$ cat src/sv/hss_pkg.sv
`default_nettype none

package hss_pkg;

    localparam int HALF_STEPS_DEFAULT = 2048;
    localparam logic [7:0] LEFT_LIMIT_RESET = 8'd60;

    localparam int POS_W   = 13;
    localparam int STEPS_W = 13;
    localparam int ANGLE_W = 9;
    localparam int LIMIT_W = 8;
    localparam int CFG_IDX_W = 2;
    localparam int CFG_DATA_W = 8;

    localparam logic signed [POS_W-1:0] POS_MAX = 13'sd4095;
    localparam logic signed [POS_W-1:0] POS_MIN = -13'sd4096;
    localparam logic [STEPS_W-1:0] STEPS_MAX = 13'd8191;

    localparam logic [CFG_IDX_W-1:0] CFG_CALIBRATED = 2'd0;
    localparam logic [CFG_IDX_W-1:0] CFG_LEFT_LIMIT = 2'd1;

    typedef enum logic [1:0] {
        KIND_TICK = 2'd0,
        KIND_MODE = 2'd1,
        KIND_MOVE = 2'd2
    } kind_t;

    typedef enum logic [1:0] {
        MODE_LEFT  = 2'd0,
        MODE_RIGHT = 2'd1,
        MODE_STOP  = 2'd2,
        MODE_HOLD  = 2'd3
    } mode_t;

    typedef struct packed {
        logic [1:0]         kind;
        mode_t              mode;
        logic [ANGLE_W-1:0] angle_deg;
    } item_t;

    typedef struct packed {
        logic               calibrated;
        logic [LIMIT_W-1:0] left_limit_deg;
    } cfg_t;

    localparam logic [3:0] RIGHT_SEQ [8] = '{4'h1, 4'h3, 4'h2, 4'h6, 4'h4, 4'hC, 4'h8, 4'h9};
    localparam logic [3:0] LEFT_SEQ  [8] = '{4'h2, 4'h3, 4'h1, 4'h9, 4'h8, 4'hC, 4'h4, 4'h6};

endpackage

`default_nettype wire

$ cat src/sv/hss_ifs.sv
`default_nettype none

interface hss_cmd_if;
    logic       valid;
    logic       ready;
    logic [1:0] kind;
    logic [1:0] mode;
    logic [8:0] angle_deg;

    modport source (output valid, output kind, output mode, output angle_deg, input ready);
    modport sink (input valid, input kind, input mode, input angle_deg, output ready);
endinterface

interface hss_status_if;
    logic               valid;
    logic               ready;
    logic [3:0]         coils;
    logic signed [12:0] position;
    logic               running;
    logic               move_done;

    modport source (output valid, output coils, output position, output running,
                    output move_done, input ready);
    modport sink (input valid, input coils, input position, input running,
                  input move_done, output ready);
endinterface

`default_nettype wire

$ cat src/sv/hss_cfg_regs.sv
`default_nettype none

module hss_cfg_regs
    import hss_pkg::*;
(
    input  wire logic                  clk,
    input  wire logic                  rst_n,
    input  wire logic                  cfg_we,
    input  wire logic [CFG_IDX_W-1:0]  cfg_index,
    input  wire logic [CFG_DATA_W-1:0] cfg_data,
    output cfg_t                       cfg
);

    cfg_t cfg_reg;
    cfg_t cfg_next;

    always_comb
    begin
        cfg_next = cfg_reg;
        if (cfg_we)
        begin
            case (cfg_index)
                CFG_CALIBRATED: cfg_next.calibrated = cfg_data[0];
                CFG_LEFT_LIMIT: cfg_next.left_limit_deg = cfg_data[LIMIT_W-1:0];
                default: ;
            endcase
        end
    end

    always_ff @(posedge clk or negedge rst_n)
    begin
        if (!rst_n)
        begin
            cfg_reg.calibrated     <= 1'b0;
            cfg_reg.left_limit_deg <= LEFT_LIMIT_RESET;
        end
        else
        begin
            cfg_reg <= cfg_next;
        end
    end

    assign cfg = cfg_reg;

endmodule

`default_nettype wire

$ cat src/sv/hss_in_stage.sv
`default_nettype none

module hss_in_stage
    import hss_pkg::*;
(
    input  wire logic  clk,
    input  wire logic  rst_n,
    hss_cmd_if.sink    cmd,
    input  wire logic  adv,
    output logic       s1_valid,
    output item_t      s1_item
);

    logic  valid_reg;
    logic  valid_next;
    item_t item_reg;
    logic  take;

    // The stage empties whenever the result side moves, so a new request can
    // land in the same cycle the previous one leaves.
    assign take = !valid_reg || adv;
    assign cmd.ready = take;

    always_comb
    begin
        valid_next = valid_reg;
        if (take)
            valid_next = cmd.valid;
    end

    always_ff @(posedge clk or negedge rst_n)
    begin
        if (!rst_n)
            valid_reg <= 1'b0;
        else
            valid_reg <= valid_next;
    end

    always_ff @(posedge clk)
    begin
        if (take && cmd.valid)
        begin
            item_reg.kind      <= cmd.kind;
            item_reg.mode      <= mode_t'(cmd.mode);
            item_reg.angle_deg <= cmd.angle_deg;
        end
    end

    assign s1_valid = valid_reg;
    assign s1_item  = item_reg;

endmodule

`default_nettype wire

$ cat src/sv/hss_core.sv
`default_nettype none

module hss_core
    import hss_pkg::*;
#(
    parameter int HALF_STEPS_PER_HALF_TURN = HALF_STEPS_DEFAULT
)
(
    input  wire logic  clk,
    input  wire logic  rst_n,
    input  wire logic  s1_valid,
    input  wire item_t s1_item,
    input  wire cfg_t  cfg,
    output logic       adv,
    hss_status_if.source status
);

    localparam int HS_W   = $clog2(HALF_STEPS_PER_HALF_TURN + 1);
    localparam int LIM_W  = LIMIT_W + HS_W;
    localparam int LCMP_W = (LIM_W + 1 > 22) ? LIM_W + 1 : 22;
    localparam int MV_W   = (ANGLE_W + HS_W > 21) ? ANGLE_W + HS_W : 21;

    logic                      run_reg,    run_next;
    mode_t                     dir_reg,    dir_next;
    logic [2:0]                phase_reg,  phase_next;
    logic signed [POS_W-1:0]   pos_reg,    pos_next;
    logic                      active_reg, active_next;
    logic [STEPS_W-1:0]        steps_reg,  steps_next;
    logic [ANGLE_W-1:0]        target_reg, target_next;
    logic [3:0]                coils_reg,  coils_next;
    logic                      out_valid_reg;
    logic                      done_reg, done_next;

    logic                      fire;
    logic                      stepped;
    logic                      left_ok;
    logic [STEPS_W-1:0]        steps_inc;
    logic signed [LCMP_W-1:0]  pos_scaled;
    logic signed [LCMP_W-1:0]  lim_scaled;
    logic [MV_W-1:0]           steps_scaled;
    logic [MV_W-1:0]           tgt_scaled;

    assign adv  = !out_valid_reg || status.ready;
    assign fire = s1_valid && adv;

    // Left steps are allowed while position*180 < limit*half_steps.
    assign pos_scaled = LCMP_W'(pos_reg) * LCMP_W'(180);
    assign lim_scaled = signed'(LCMP_W'(cfg.left_limit_deg)) * LCMP_W'(HALF_STEPS_PER_HALF_TURN);
    assign left_ok    = pos_scaled < lim_scaled;

    assign steps_inc    = (steps_reg == STEPS_MAX) ? steps_reg : steps_reg + 1'b1;
    assign steps_scaled = MV_W'(steps_inc) * MV_W'(180);
    assign tgt_scaled   = MV_W'(target_reg) * MV_W'(HALF_STEPS_PER_HALF_TURN);

    always_comb
    begin
        run_next    = run_reg;
        dir_next    = dir_reg;
        phase_next  = phase_reg;
        pos_next    = pos_reg;
        active_next = active_reg;
        steps_next  = steps_reg;
        target_next = target_reg;
        coils_next  = coils_reg;
        done_next   = 1'b0;
        stepped     = 1'b0;

        case (s1_item.kind)
            KIND_TICK:
            begin
                if (run_reg)
                begin
                    if (dir_reg == MODE_RIGHT && !pos_reg[POS_W-1])
                    begin
                        stepped    = 1'b1;
                        coils_next = RIGHT_SEQ[phase_reg];
                        phase_next = phase_reg + 3'd1;
                        if (!cfg.calibrated)
                            pos_next = '0;
                        else if (pos_reg != POS_MIN)
                            pos_next = pos_reg - 13'sd1;
                    end
                    else if (dir_reg == MODE_LEFT && left_ok)
                    begin
                        stepped    = 1'b1;
                        coils_next = LEFT_SEQ[phase_reg];
                        phase_next = phase_reg + 3'd1;
                        if (pos_reg != POS_MAX)
                            pos_next = pos_reg + 13'sd1;
                    end
                end
                else if (dir_reg == MODE_STOP)
                begin
                    coils_next = '0;
                end

                if (stepped && active_reg)
                begin
                    if (steps_scaled >= tgt_scaled)
                    begin
                        steps_next  = '0;
                        active_next = 1'b0;
                        coils_next  = '0;
                        run_next    = 1'b0;
                        done_next   = 1'b1;
                    end
                    else
                    begin
                        steps_next = steps_inc;
                    end
                end
            end
            KIND_MODE:
            begin
                dir_next = s1_item.mode;
                if (!run_reg && (s1_item.mode == MODE_LEFT || s1_item.mode == MODE_RIGHT))
                    run_next = 1'b1;
                else if (run_reg && s1_item.mode == MODE_STOP)
                    run_next = 1'b0;
            end
            KIND_MOVE:
            begin
                target_next = s1_item.angle_deg;
                active_next = 1'b1;
            end
            default: ;
        endcase
    end

    always_ff @(posedge clk or negedge rst_n)
    begin
        if (!rst_n)
        begin
            run_reg       <= 1'b0;
            dir_reg       <= MODE_RIGHT;
            phase_reg     <= '0;
            pos_reg       <= '0;
            active_reg    <= 1'b0;
            steps_reg     <= '0;
            target_reg    <= '0;
            coils_reg     <= '0;
            out_valid_reg <= 1'b0;
        end
        else
        begin
            if (adv)
                out_valid_reg <= s1_valid;
            if (fire)
            begin
                run_reg    <= run_next;
                dir_reg    <= dir_next;
                phase_reg  <= phase_next;
                pos_reg    <= pos_next;
                active_reg <= active_next;
                steps_reg  <= steps_next;
                target_reg <= target_next;
                coils_reg  <= coils_next;
            end
        end
    end

    always_ff @(posedge clk)
    begin
        if (fire)
            done_reg <= done_next;
    end

    // The state registers hold exactly the status after the last request.
    assign status.valid     = out_valid_reg;
    assign status.coils     = coils_reg;
    assign status.position  = pos_reg;
    assign status.running   = run_reg;
    assign status.move_done = done_reg;

endmodule

`default_nettype wire

$ cat src/sv/half_step_stepper_sequencer.sv
// A request passes the input register, then the status register, whose output is its status.
// The block takes one request per cycle; the only stall is a held status output.
// The input register and the status register each pass one request a cycle unless stalled.
// Reset clears the motor state: stopped, right mode, phase and position zero,
// coils off, no angle move; calibration off and left limit 60 degrees.
`default_nettype none

module half_step_stepper_sequencer
    import hss_pkg::*;
#(
    parameter int HALF_STEPS_PER_HALF_TURN = HALF_STEPS_DEFAULT
)
(
    input  wire logic                  clk,
    input  wire logic                  rst_n,
    hss_cmd_if.sink                    cmd,
    hss_status_if.source               status,
    input  wire logic                  cfg_we,
    input  wire logic [CFG_IDX_W-1:0]  cfg_index,
    input  wire logic [CFG_DATA_W-1:0] cfg_data
);

    cfg_t  cfg;
    logic  adv;
    logic  s1_valid;
    item_t s1_item;

    hss_cfg_regs u_cfg (
        .clk       (clk),
        .rst_n     (rst_n),
        .cfg_we    (cfg_we),
        .cfg_index (cfg_index),
        .cfg_data  (cfg_data),
        .cfg       (cfg)
    );

    hss_in_stage u_in (
        .clk      (clk),
        .rst_n    (rst_n),
        .cmd      (cmd),
        .adv      (adv),
        .s1_valid (s1_valid),
        .s1_item  (s1_item)
    );

    hss_core #(
        .HALF_STEPS_PER_HALF_TURN (HALF_STEPS_PER_HALF_TURN)
    ) u_core (
        .clk      (clk),
        .rst_n    (rst_n),
        .s1_valid (s1_valid),
        .s1_item  (s1_item),
        .cfg      (cfg),
        .adv      (adv),
        .status   (status)
    );

    // A completed angle move always leaves the motor stopped with coils off.
    a_done_stops: assert property (@(posedge clk) disable iff (!rst_n)
        status.valid && status.move_done |-> !status.running && status.coils == 4'd0)
        else $error("move completion left the motor running or coils driven");

    // A request waiting in the input register is never dropped on a stall.
    a_s1_holds: assert property (@(posedge clk) disable iff (!rst_n)
        s1_valid && !adv |=> s1_valid)
        else $error("input register lost a request while stalled");

    // A request that moves forward always produces a status word.
    a_s1_to_out: assert property (@(posedge clk) disable iff (!rst_n)
        s1_valid && adv |=> status.valid)
        else $error("request advanced without producing a status");

endmodule

`default_nettype wire

$ cat src/flat_wrapper.sv
// flat-port wrapper written by rule: the top's interface ports become plain ports
module half_step_stepper_sequencer_flat import hss_pkg::*;
#(
    parameter int HALF_STEPS_PER_HALF_TURN = HALF_STEPS_DEFAULT
)
  (clk, rst_n, cfg_we, cfg_index, cfg_data, cmd_valid, cmd_kind, cmd_mode, cmd_angle_deg, cmd_ready, status_valid, status_coils, status_position, status_running, status_move_done, status_ready);
  hss_cmd_if cmd_i ();
  hss_status_if status_i ();
  input  wire logic clk;
  input  wire logic rst_n;
  input  wire logic cfg_we;
  input  wire logic [CFG_IDX_W-1:0] cfg_index;
  input  wire logic [CFG_DATA_W-1:0] cfg_data;
  input wire logic [$bits(cmd_i.valid)-1:0] cmd_valid;
  input wire logic [$bits(cmd_i.kind)-1:0] cmd_kind;
  input wire logic [$bits(cmd_i.mode)-1:0] cmd_mode;
  input wire logic [$bits(cmd_i.angle_deg)-1:0] cmd_angle_deg;
  output wire logic [$bits(cmd_i.ready)-1:0] cmd_ready;
  output wire logic [$bits(status_i.valid)-1:0] status_valid;
  output wire logic [$bits(status_i.coils)-1:0] status_coils;
  output wire logic [$bits(status_i.position)-1:0] status_position;
  output wire logic [$bits(status_i.running)-1:0] status_running;
  output wire logic [$bits(status_i.move_done)-1:0] status_move_done;
  input wire logic [$bits(status_i.ready)-1:0] status_ready;
  assign cmd_i.valid = cmd_valid;
  assign cmd_i.kind = cmd_kind;
  assign cmd_i.mode = cmd_mode;
  assign cmd_i.angle_deg = cmd_angle_deg;
  assign cmd_ready = cmd_i.ready;
  assign status_valid = status_i.valid;
  assign status_coils = status_i.coils;
  assign status_position = status_i.position;
  assign status_running = status_i.running;
  assign status_move_done = status_i.move_done;
  assign status_i.ready = status_ready;
  half_step_stepper_sequencer #(.HALF_STEPS_PER_HALF_TURN(HALF_STEPS_PER_HALF_TURN)) u_core (.clk(clk), .rst_n(rst_n), .cmd(cmd_i), .status(status_i), .cfg_we(cfg_we), .cfg_index(cfg_index), .cfg_data(cfg_data));
endmodule
$ cat config.mk
export PLATFORM = sky130hd
export DESIGN_NAME = half_step_stepper_sequencer_flat
export DESIGN_NICKNAME = d
export VERILOG_FILES = /design/src/sv/hss_pkg.sv /design/src/sv/hss_ifs.sv /design/src/sv/hss_cfg_regs.sv /design/src/sv/hss_in_stage.sv /design/src/sv/hss_core.sv /design/src/sv/half_step_stepper_sequencer.sv /design/src/flat_wrapper.sv
export SDC_FILE = /design/constraint.sdc
export NUM_CORES = 1
export LEC_CHECK = 0
export BUFFER_PORTS_ARGS = -buffer_cell sky130_fd_sc_hd__buf_2
export CORE_MARGIN = 2
export CORE_UTILIZATION = 63
export CTS_CLUSTER_DIAMETER = 60
export DETAILED_ROUTE_END_ITERATION = 12
export GPL_ROUTABILITY_DRIVEN = 0
export PLACE_DENSITY = 0.8
export SKIP_CTS_REPAIR_TIMING = 1
export SYNTH_ARGS = -nofsm -noshare
export SYNTH_HDL_FRONTEND = slang
export SYNTH_SLANG_ARGS = --single-unit
$ cat constraint.sdc
create_clock -name clk -period 8.34 [get_ports clk]
set_input_delay 2.085 -clock clk [delete_from_list [all_inputs] [get_ports clk]]
set_output_delay 2.085 -clock clk [all_outputs]
set_load 0.02 [all_outputs]
# Word-level counts from Yosys, hierarchy flattened
# Memory sizes are Yosys's and may differ from the RTL's.
# Cells that the tools add are included.
# W data, S select, Z words.
word_totals:
  regBits: 71
  rom_bits: 64
  output_inout_bits: 21
  wordCells: 105
  mem_count: 2
mem_list:
  columns: ["memory", "depth", "word_bits", "rd", "rd_ports_with_merged_regs", "wr", "line_no", "source"]
  rows:
  - ["(no name shown)", 8, 4, 1, 0, 0, "hss_core.sv:86", "coils_next = LEFT_SEQ[phase_reg];"]
  - ["(no name shown)", 8, 4, 1, 0, 0, "hss_core.sv:76", "coils_next = RIGHT_SEQ[phase_reg];"]
classes:
  add_sub_neg: 4
  n_mul: 2
  n_lt_le_gt_ge: 3
  n_eq_ne: 14
  n_mux: 30
  n_bitwise: 1
  n_reduce_logical: 33
ops:
  columns: ["operator", "n"]
  rows:
  - ["$mux W13", 7]
  - ["$mux W4", 10]
  - ["$ne A13 B13 Y1 const B", 2]
  - ["$lt A22 B20 Y1", 1]
  - ["$ge A21 B20 Y1", 1]
  - ["$mul A13 B7 Y20 const B", 1]
  - ["$mul A13 B6 Y19 const B", 1]
  - ["$add A13 B1 Y13 const B", 1]
  - ["$add A13 B2 Y13 const B", 1]
  - ["$eq A13 B13 Y1 const B", 1]
  - ["$sub A13 B2 Y13 const B", 1]
  - ["$reduce_and A2 Y1", 6]
  - ["$mux W1", 9]
  - ["$eq A2 B1 Y1 const B", 4]
  - ["$logic_not A2 Y1", 4]
  - ["$reduce_and A4 Y1", 2]
  - ["$reduce_bool A2 Y1", 4]
  - ["$logic_and A1 B1 Y1", 7]
  - ["$eq A2 B2 Y1 const B", 3]
  - ["$mux W3", 2]
  - ["$ne A3 B3 Y1 const B", 2]
  - ["$reduce_and A6 Y1", 1]
  - ["$reduce_and A5 Y1", 1]
  - ["$ge A4 B4 Y1 const B", 1]
  - ["other kinds (7)", 14]

# Longest topological paths before layout
# Gate-level depths: netlist of run 1.
depth:
  word_depth: 10
  depth_mapped: 33
  mapped_depth_nobuf: 31

# Cells and area by module
# A second synthesis of run 1 with hierarchy kept.
hier_totals:
  cells_unflattened: 748
  hier_area_um2: 7111.8
modules_own_cells:
  columns: ["mod", "instances", "cells_each", "area_each_um2"]
  rows:
  - ["hss_core", 1, 711, 6308.6]
  - ["hss_in_stage", 1, 17, 444.2]
  - ["hss_cfg_regs", 1, 20, 359.1]

# Worst setup path after synthesis of run 1
# No wires, ideal clock.
synth_timing:
  path_kind: "reg-to-reg"
  start: "register u_core.u_core.steps_reg[1]"
  end: "register u_core.u_core.run_reg, in the netlist u_core.u_core.status.running"
  t_arrival_ns: 6.518
  required_ns: 8.214
  path_slack_ns: 1.696
  stages_incl_launch_ff: 28
  n_path_buf: 1
  synth_period_minus_slack_ns: 6.644
  path_cell_list: "dfrtp_1 > ha_1 > nand3_1 > nor4_1 > nand2_1 > and4_1 > clkbuf_1 > xor2_1 > ha_1 > fa_1 > fa_1 > ha_1 > a21oi_1 > a21boi_0 > o21a_1 > o21a_1 > o2111ai_1 > a31oi_1 > a21o_1 > a21oi_1 > xnor2_1 > ha_1 > nand3b_1 > a2111oi_0 > nor4b_1 > mux2i_1 > o311ai_2 > a221o_1"
synth_between:
  elab_chain_cells: 6
  word_cells_on_any_way: 7
  classes_between: "1 x add/sub; 1 x mul; 1 x order compare; 2 x eq/ne; 1 x mux; 1 x reduce/logical"
synth_lines:
  columns: ["item", "line_no", "source"]
  rows:
  - ["start, declared", "hss_core.sv:28", "logic [STEPS_W-1:0] steps_reg, steps_next;"]
  - ["start signal, assigned", "hss_core.sv:155", "steps_reg <= steps_next;"]
  - ["$add A13 B1 Y13 or $eq A13 B13 Y1 (tied branches)", "hss_core.sv:51", "assign steps_inc = (steps_reg == STEPS_MAX) ? steps_reg : steps_reg + 1'b1;"]
  - ["$mux W13 (*)", "hss_core.sv:51", null]
  - ["$mul A13 B6 Y19 (*)", "hss_core.sv:52", "assign steps_scaled = MV_W'(steps_inc) * MV_W'(180);"]
  - ["$ge A21 B20 Y1 (*)", "hss_core.sv:99", "if (steps_scaled >= tgt_scaled)"]
  - ["$ne A2 B2 Y1 (no source line) (*)", null, null]
  - ["$reduce_and A5 Y1 (no source line) (*)", null, null]
  - ["end signal, assigned", "hss_core.sv:150", "run_reg <= run_next;"]
  - ["end, declared", "hss_core.sv:23", "logic run_reg, run_next;"]
# Every way passes the cells marked *; elsewhere a longest branch is shown, timed or not.
# A chain may end at the register's enable or synchronous reset.

# Final worst setup path of run 1
layout_timing:
  start: "register u_core.u_core.steps_reg[6]"
  end: "register u_core.u_core.run_reg, in the netlist u_core.u_core.status.running"
# Same word-level chain as after synthesis.

==> impl_metrics.json, run 1 <==
{
  "status": "complete, no violations",
  "async_reset_ff_share_pct": 80.3,
  "drtAntennaViolNets": 0,
  "core_um2": 11400,
  "synth_nets": 956,
  "tightest_slew_ns": 1.09,
  "setup_viol": 0,
  "cts_tree": "built",
  "synth_seq_cells": 71,
  "vias_per_cell": 6.06,
  "endpoint_kind": "flip-flop",
  "vias": 5910,
  "grtUsageTotal_pct": 27.9,
  "hp-start": "u_core.u_in.s1_item[1]",
  "min_to": "u_core.u_core.target_reg[1]",
  "power.density_nw_per_um2": 273,
  "rows": 39,
  "cts-root-buf": "clkbuf_16",
  "grt_pass1_wl_mm": 28.7,
  "syn_area_um2": 7370,
  "grt_max_degree": 58,
  "syn_avg_cell_area_um2": 9.46,
  "drv_slew": 0,
  "synth_most_common_cell": "inv_1",
  "io_buffer_count": 48,
  "ys_warn_count": 0,
  "max_freq_mhz": 131,
  "report.final.hold_viol_count": 0,
  "clock_latency_ns": 0.36,
  "antenna_cells": 0,
  "holdPathStages": 1,
  "drc": 0,
  "die_y_um": 112,
  "ir_drop_mv": 0.211,
  "ys_seq_area_share_pct": 25.2,
  "drv_cap": 0,
  "worstHoldPathType": "reg2reg",
  "synth.top_cell.area_share_pct": 18.3,
  "r2r_end": "u_core.u_core.status.running",
  "drt-initial-drc-count": 436,
  "synth_common_cells": "inv_1, ha_1, dfrtp_1",
  "cts_max_level": 3,
  "final_util_pct": 70.4,
  "post-route-period-util_pct": 91.3,
  "clkSlewWorstSetupHoldPaths_ns": 0.06,
  "synthCells": 779,
  "nNetsFinal": 1005,
  "grt_remaining_overflow": 0,
  "cts-buffers-inserted": 9,
  "dr.pass1.iters": 5,
  "cp-start-kind": "flip-flop",
  "rsz0062_at_grt": "false",
  "grt_pass1_vias": 5998,
  "synth.area.top_cells": "ha_1, dfrtp_1, fa_1",
  "clock_path_buffers": 2,
  "arrival_ns": 7.85,
  "drt-wirelength-per-cell_um": 17.1,
  "start_util_pct": 64.5,
  "die_width_um": 112,
  "cp_max_fo": 14,
  "min_period_ns": 7.62,
  "drive_gt1_share_pct": 14.8,
  "critPathRequiredTime_ns": 8.57,
  "synth_ff_type": "dfrtp_1",
  "synth_edf_count": 14,
  "crit_type": "reg2reg",
  "routed_wl_mm": 16.7,
  "hpwl_mm": 13.0,
  "r2r-start": "u_core.u_core.steps_reg[6]",
  "clock_skew_ns": 0.0147,
  "maxSlewHeadroom_pct": 27.0,
  "setup_tns_ns": 0,
  "p_leak_nw": 4.00,
  "syn2layout_area_growth_pct": 9.10,
  "synth.largest_area_cell": "ha_1",
  "yosys.cell_types.count": 78,
  "antenna_found_initial": 0,
  "ff2ff_setup_slack_ns": 0.72,
  "die_area_um2": 12600,
  "cts_sinks": 71,
  "io_pins": 49,
  "ff2ff_path_depth": 26
}
per-layer routing:
layer  routed length, µm  GRT usage (%)  up-vias
met5                   0              0        -
met4                 155           4.80        0
met3                 903           6.53       16
met2                7940           46.5      155
met1                7700           38.0     2900
li1                    -              -     2839
cell families after synthesis:
logic type / count (synthesis) / share of synthesized area (%)
simple gates: 215 / 15.6
fa+ha+maj: 149 / 29.5
flops: 71 / 25.2
buf+inv: 130 / 6.79
compound gates: 154 / 14.9
mux: 28 / 4.28
xor+xnor: 32 / 3.80
cell usage in the layout, fill, tap and decap left out, drive strengths merged, types with 4 or more instances in the layout:
cell / instances
dfrtp: 52
a31oi: 6
o22ai: 6
and3: 14
nor4: 8
inv: 116
nor2: 42
or2: 4
a21o: 6
a211oi: 7
buf: 54
ha: 108
mux2: 25
xor2: 10
dfstp: 5
xnor2: 22
fa: 41
a21oi: 33
edfxtp: 14
o21ai: 29
nand2: 47
o211ai: 5
nand2b: 19
clkbuf: 10
o31ai: 19
nor3: 13
and2: 9
nand3: 25
or3: 6
o21a: 11
nand4: 6
nor2b: 6
layout make-up:
type                            instances  area [µm²]
Inverter                              114         428
Timing Repair Buffer                   54         285
Sequential cell                        71        1850
Clock buffer                           10         229
Fill cell                             877        3380
Tap cell                              143         179
Clock inverter                          6        45.0
Multi-Input combinational cell        578        5020
critical path: stages, from the launching register on:
cell and delay, ns:
dfrtp_1 0.53, nand4_1 0.21, nor4_1 0.52, nand2_1 0.30, and4_1 0.38, xor2_1 0.17, ha_1 0.33, fa_1 0.55
fa_1 0.45, ha_1 0.36, a21oi_1 0.23, a21boi_0 0.12, o21a_1 0.20, o21a_1 0.20, o2111ai_1 0.23, a31oi_1 0.18
a21o_1 0.21, a21oi_1 0.16, xnor2_1 0.09, ha_1 0.34, nand3b_1 0.08, a2111oi_0 0.64, nor4b_1 0.10, mux2i_1 0.15
buf_4 0.23, o311ai_2 0.19, a221o_1 0.34
per-stage QoR:
step	cell area (µm²)	hold WS [ns]	setup WS (ns)	total power, mW	cells
2_1_floorplan	7370	0.450	1.70	1.46	779
3_3_place_gp	7760	0.459	1.21	1.74	960
3_5_place_dp	7760	0.464	0.826	1.81	960
4_1_cts	8040	0.482	0.813	2.19	976
5_1_grt	8040	0.497	0.134	2.39	976
6_report	8040	0.478	0.725	2.20	976
worst max-delay path by stage:
| stage | start | to | slack, ns | cells after the start |
|---|---|---|---|---|
| 3_3_place_gp | u_core.u_core.steps_reg[6] | u_core.u_core.status.coils[2] | 1.21 | 30 |
| 3_5_place_dp | u_core.u_core.steps_reg[6] | u_core.u_core.status.running | 0.83 | 26 |
| 2_1_floorplan | u_core.u_core.steps_reg[1] | u_core.u_core.status.running | 1.70 | 27 |
| 6_report | u_core.u_core.steps_reg[6] | u_core.u_core.status.running | 0.72 | 26 |
| 5_1_grt | u_core.u_core.steps_reg[6] | u_core.u_core.status.running | 0.13 | 29 |
| 4_1_cts | u_core.u_core.steps_reg[6] | u_core.u_core.status.running | 0.81 | 26 |
where the power goes:
group / internal [mW] / switching [mW] / total [mW]
Clock: 0.203 / 0.162 / 0.365
Sequential: 0.424 / 0.0837 / 0.508
Combinational: 0.564 / 0.759 / 1.32
No activity file was read; power rests on OpenSTA's default activity.
==> inputs of run 2 (changes only) <==
- CORE_UTILIZATION: 63 -> 45
- PLACE_DENSITY: 0.8 -> 0.6
==> run 2 against run 1 <==
Effect of this change: global-route usage decreased by 8.1 points; setup slack got worse by 0.029 ns; combinational power about the same; clock skew decreased by 0.0064 ns; critical endpoint unchanged; first-iteration DRC count decreased by 15%; via count decreased by 3.4%; routed wire length decreased by 0.99%; critical path depth increased by 1; clock-buffer cell count decreased by 1; total power increased by 0.22%.
==> impl_metrics.json, run 2 (synthesized netlist as in run 1, its figures left out) <==
{
  "status": "complete, no violations",
  "dr.pass1.iters": 5,
  "combPwrFrac_pct": 59.8,
  "cp-start-kind": "flip-flop",
  "drc": 0,
  "die_area_um2": 17400,
  "setup_viol": 0,
  "syn2layout_area_growth_pct": 10.5,
  "holdPathStages": 1,
  "hpwl_mm": 13.2,
  "drtAntennaViolNets": 0,
  "drv_cap": 0,
  "critPathRequiredTime_ns": 8.57,
  "tightest_slew_ns": 0.759,
  "fill_cells": 1457,
  "seq_power_share_pct": 23.1,
  "arrival_ns": 7.87,
  "rows": 46,
  "io_pins": 49,
  "drt-initial-drc-count": 369,
  "swShare_pct": 45.8,
  "grt_max_degree": 58,
  "nNetsFinal": 1005,
  "report.final.hold_viol_count": 0,
  "multiInputGateArea_um2": 5020,
  "cp_max_fo": 14,
  "clock_path_buffers": 2,
  "final_common_cell": "inv_1",
  "start_util_pct": 46.2,
  "min_to": "u_core.u_core.target_reg[1]",
  "r2r-start": "u_core.u_core.steps_reg[1]",
  "maxSlewHeadroom_pct": 48.1,
  "drv_slew": 0,
  "die_y_um": 132,
  "p_switching_mw": 1.01,
  "endpoint_kind": "flip-flop",
  "r2r_end": "u_core.u_core.status.running",
  "cts_sinks": 71,
  "cts_tree": "built",
  "grtUsageTotal_pct": 19.8,
  "antenna_found_initial": 0,
  "regArea_um2": 1850,
  "grt_remaining_overflow": 0,
  "ff2ff_setup_slack_ns": 0.70,
  "clkPwrFrac_pct": 17.1,
  "clock_skew_ns": 0.00835,
  "worstHoldPathType": "reg2reg",
  "ir_drop_mv": 0.194,
  "p_leak_nw": 4.01,
  "die_width_um": 132,
  "hp-start": "u_core.u_in.s1_item[1]",
  "grt_pass1_vias": 5905,
  "min_period_ns": 7.64,
  "vias": 5708,
  "drive_gt1_share_pct": 14.9,
  "grt_pass1_wl_mm": 28.5,
  "internal_power_mw": 1.19,
  "clkSlewWorstSetupHoldPaths_ns": 0.07,
  "core_um2": 15900,
  "cts-buffers-inserted": 9,
  "cts_max_level": 3,
  "post-route-period-util_pct": 91.7,
  "cts-root-buf": "clkbuf_16",
  "final_util_pct": 51.1,
  "power.density_nw_per_um2": 270,
  "setup_tns_ns": 0,
  "antenna_cells": 0,
  "routed_wl_mm": 16.5,
  "io_buffer_count": 48,
  "vias_per_cell": 5.44,
  "drt-wirelength-per-cell_um": 15.8,
  "max_freq_mhz": 131,
  "rsz0062_at_grt": "false",
  "ff2ff_path_depth": 27,
  "clock_latency_ns": 0.34,
  "crit_type": "reg2reg",
  "layout_common_cells": "inv_1, ha_1, dfrtp_1, buf_2, nand2_1"
}
## run 2: cell types whose count changed in the layout (fill, tap and decap cells not counted)
cell        before  now
inv_8            0    2
clkbuf_1         1    0
clkinv_2         1    0
clkinv_4         0    1
clkinvlp_4       3    2
## run 2: per-layer routing
layer | GRT usage, % | vias to the layer above | wire length (µm)
met5 | 0 | - | 0
met4 | 5.80 | 0 | 253
met3 | 3.11 | 19 | 562
met2 | 30.1 | 120 | 7200
met1 | 29.1 | 2751 | 8520
li1 | - | 2818 | -
## run 2: final cells by class
class	instances	share of cell area, %
multi-input cells	578	61.6
flip-flops and latches	71	22.8
inverters	114	5.26
repair buffers	54	3.50
well taps	216	3.32
clock buffers	9	2.77
clock inverters	7	0.784
## run 2: worst max-delay path, cell delays in order (launching register included)
cell	delay, ns
dfrtp_1	0.44
ha_1	0.24
nand3_1	0.12
nor4_1	0.43
nand2_1	0.29
and4_1	0.36
xor2_1	0.18
ha_1	0.33
fa_1	0.55
fa_1	0.45
ha_1	0.36
a21oi_1	0.24
a21boi_0	0.14
o21a_1	0.19
o21a_1	0.20
o2111ai_1	0.24
a31oi_1	0.18
a21o_1	0.20
a21oi_1	0.16
xnor2_1	0.09
ha_1	0.35
nand3b_1	0.09
a2111oi_0	0.67
nor4b_1	0.12
mux2i_1	0.16
buf_4	0.23
o311ai_2	0.18
a221o_1	0.35
## run 2: worst max-delay path by stage
| stage | from | end | slack [ns] | cells after the start |
|---|---|---|---|---|
| after floorplan | u_core.u_core.steps_reg[1] | u_core.u_core.status.running | 1.70 | 27 |
| after global placement | u_core.u_core.steps_reg[1] | u_core.u_core.status.coils[3] | 1.13 | 29 |
| after detailed placement | u_core.u_core.steps_reg[6] | u_core.u_core.status.running | 0.81 | 26 |
| after CTS | u_core.u_core.steps_reg[1] | u_core.u_core.status.running | 0.81 | 27 |
| after global routing | u_core.u_core.steps_reg[1] | u_core.u_core.status.running | 0.21 | 30 |
| final | u_core.u_core.steps_reg[1] | u_core.u_core.status.running | 0.70 | 27 |
## run 2: power groups by stage
stage	Sequential (mW)	Clock (mW)	Combinational, mW
global route	0.519	0.399	1.50
CTS	0.507	0.387	1.32
finish	0.508	0.377	1.32
floorplan	0.518	0	0.946
detailed placement	0.514	0	1.31
global placement	0.510	0	1.28
## run 2: stage by stage
stage / std cells / worst slack [ns] / power (mW) / hold slack, ns / instance area (µm²)
final: 1049 / 0.696 / 2.20 / 0.477 / 8140
after floorplan: 779 / 1.70 / 1.46 / 0.450 / 7370
after global placement: 1033 / 1.13 / 1.79 / 0.460 / 7850
after detailed placement: 1033 / 0.808 / 1.82 / 0.467 / 7850
after global routing: 1049 / 0.206 / 2.42 / 0.498 / 8140
after CTS: 1049 / 0.806 / 2.22 / 0.481 / 8140
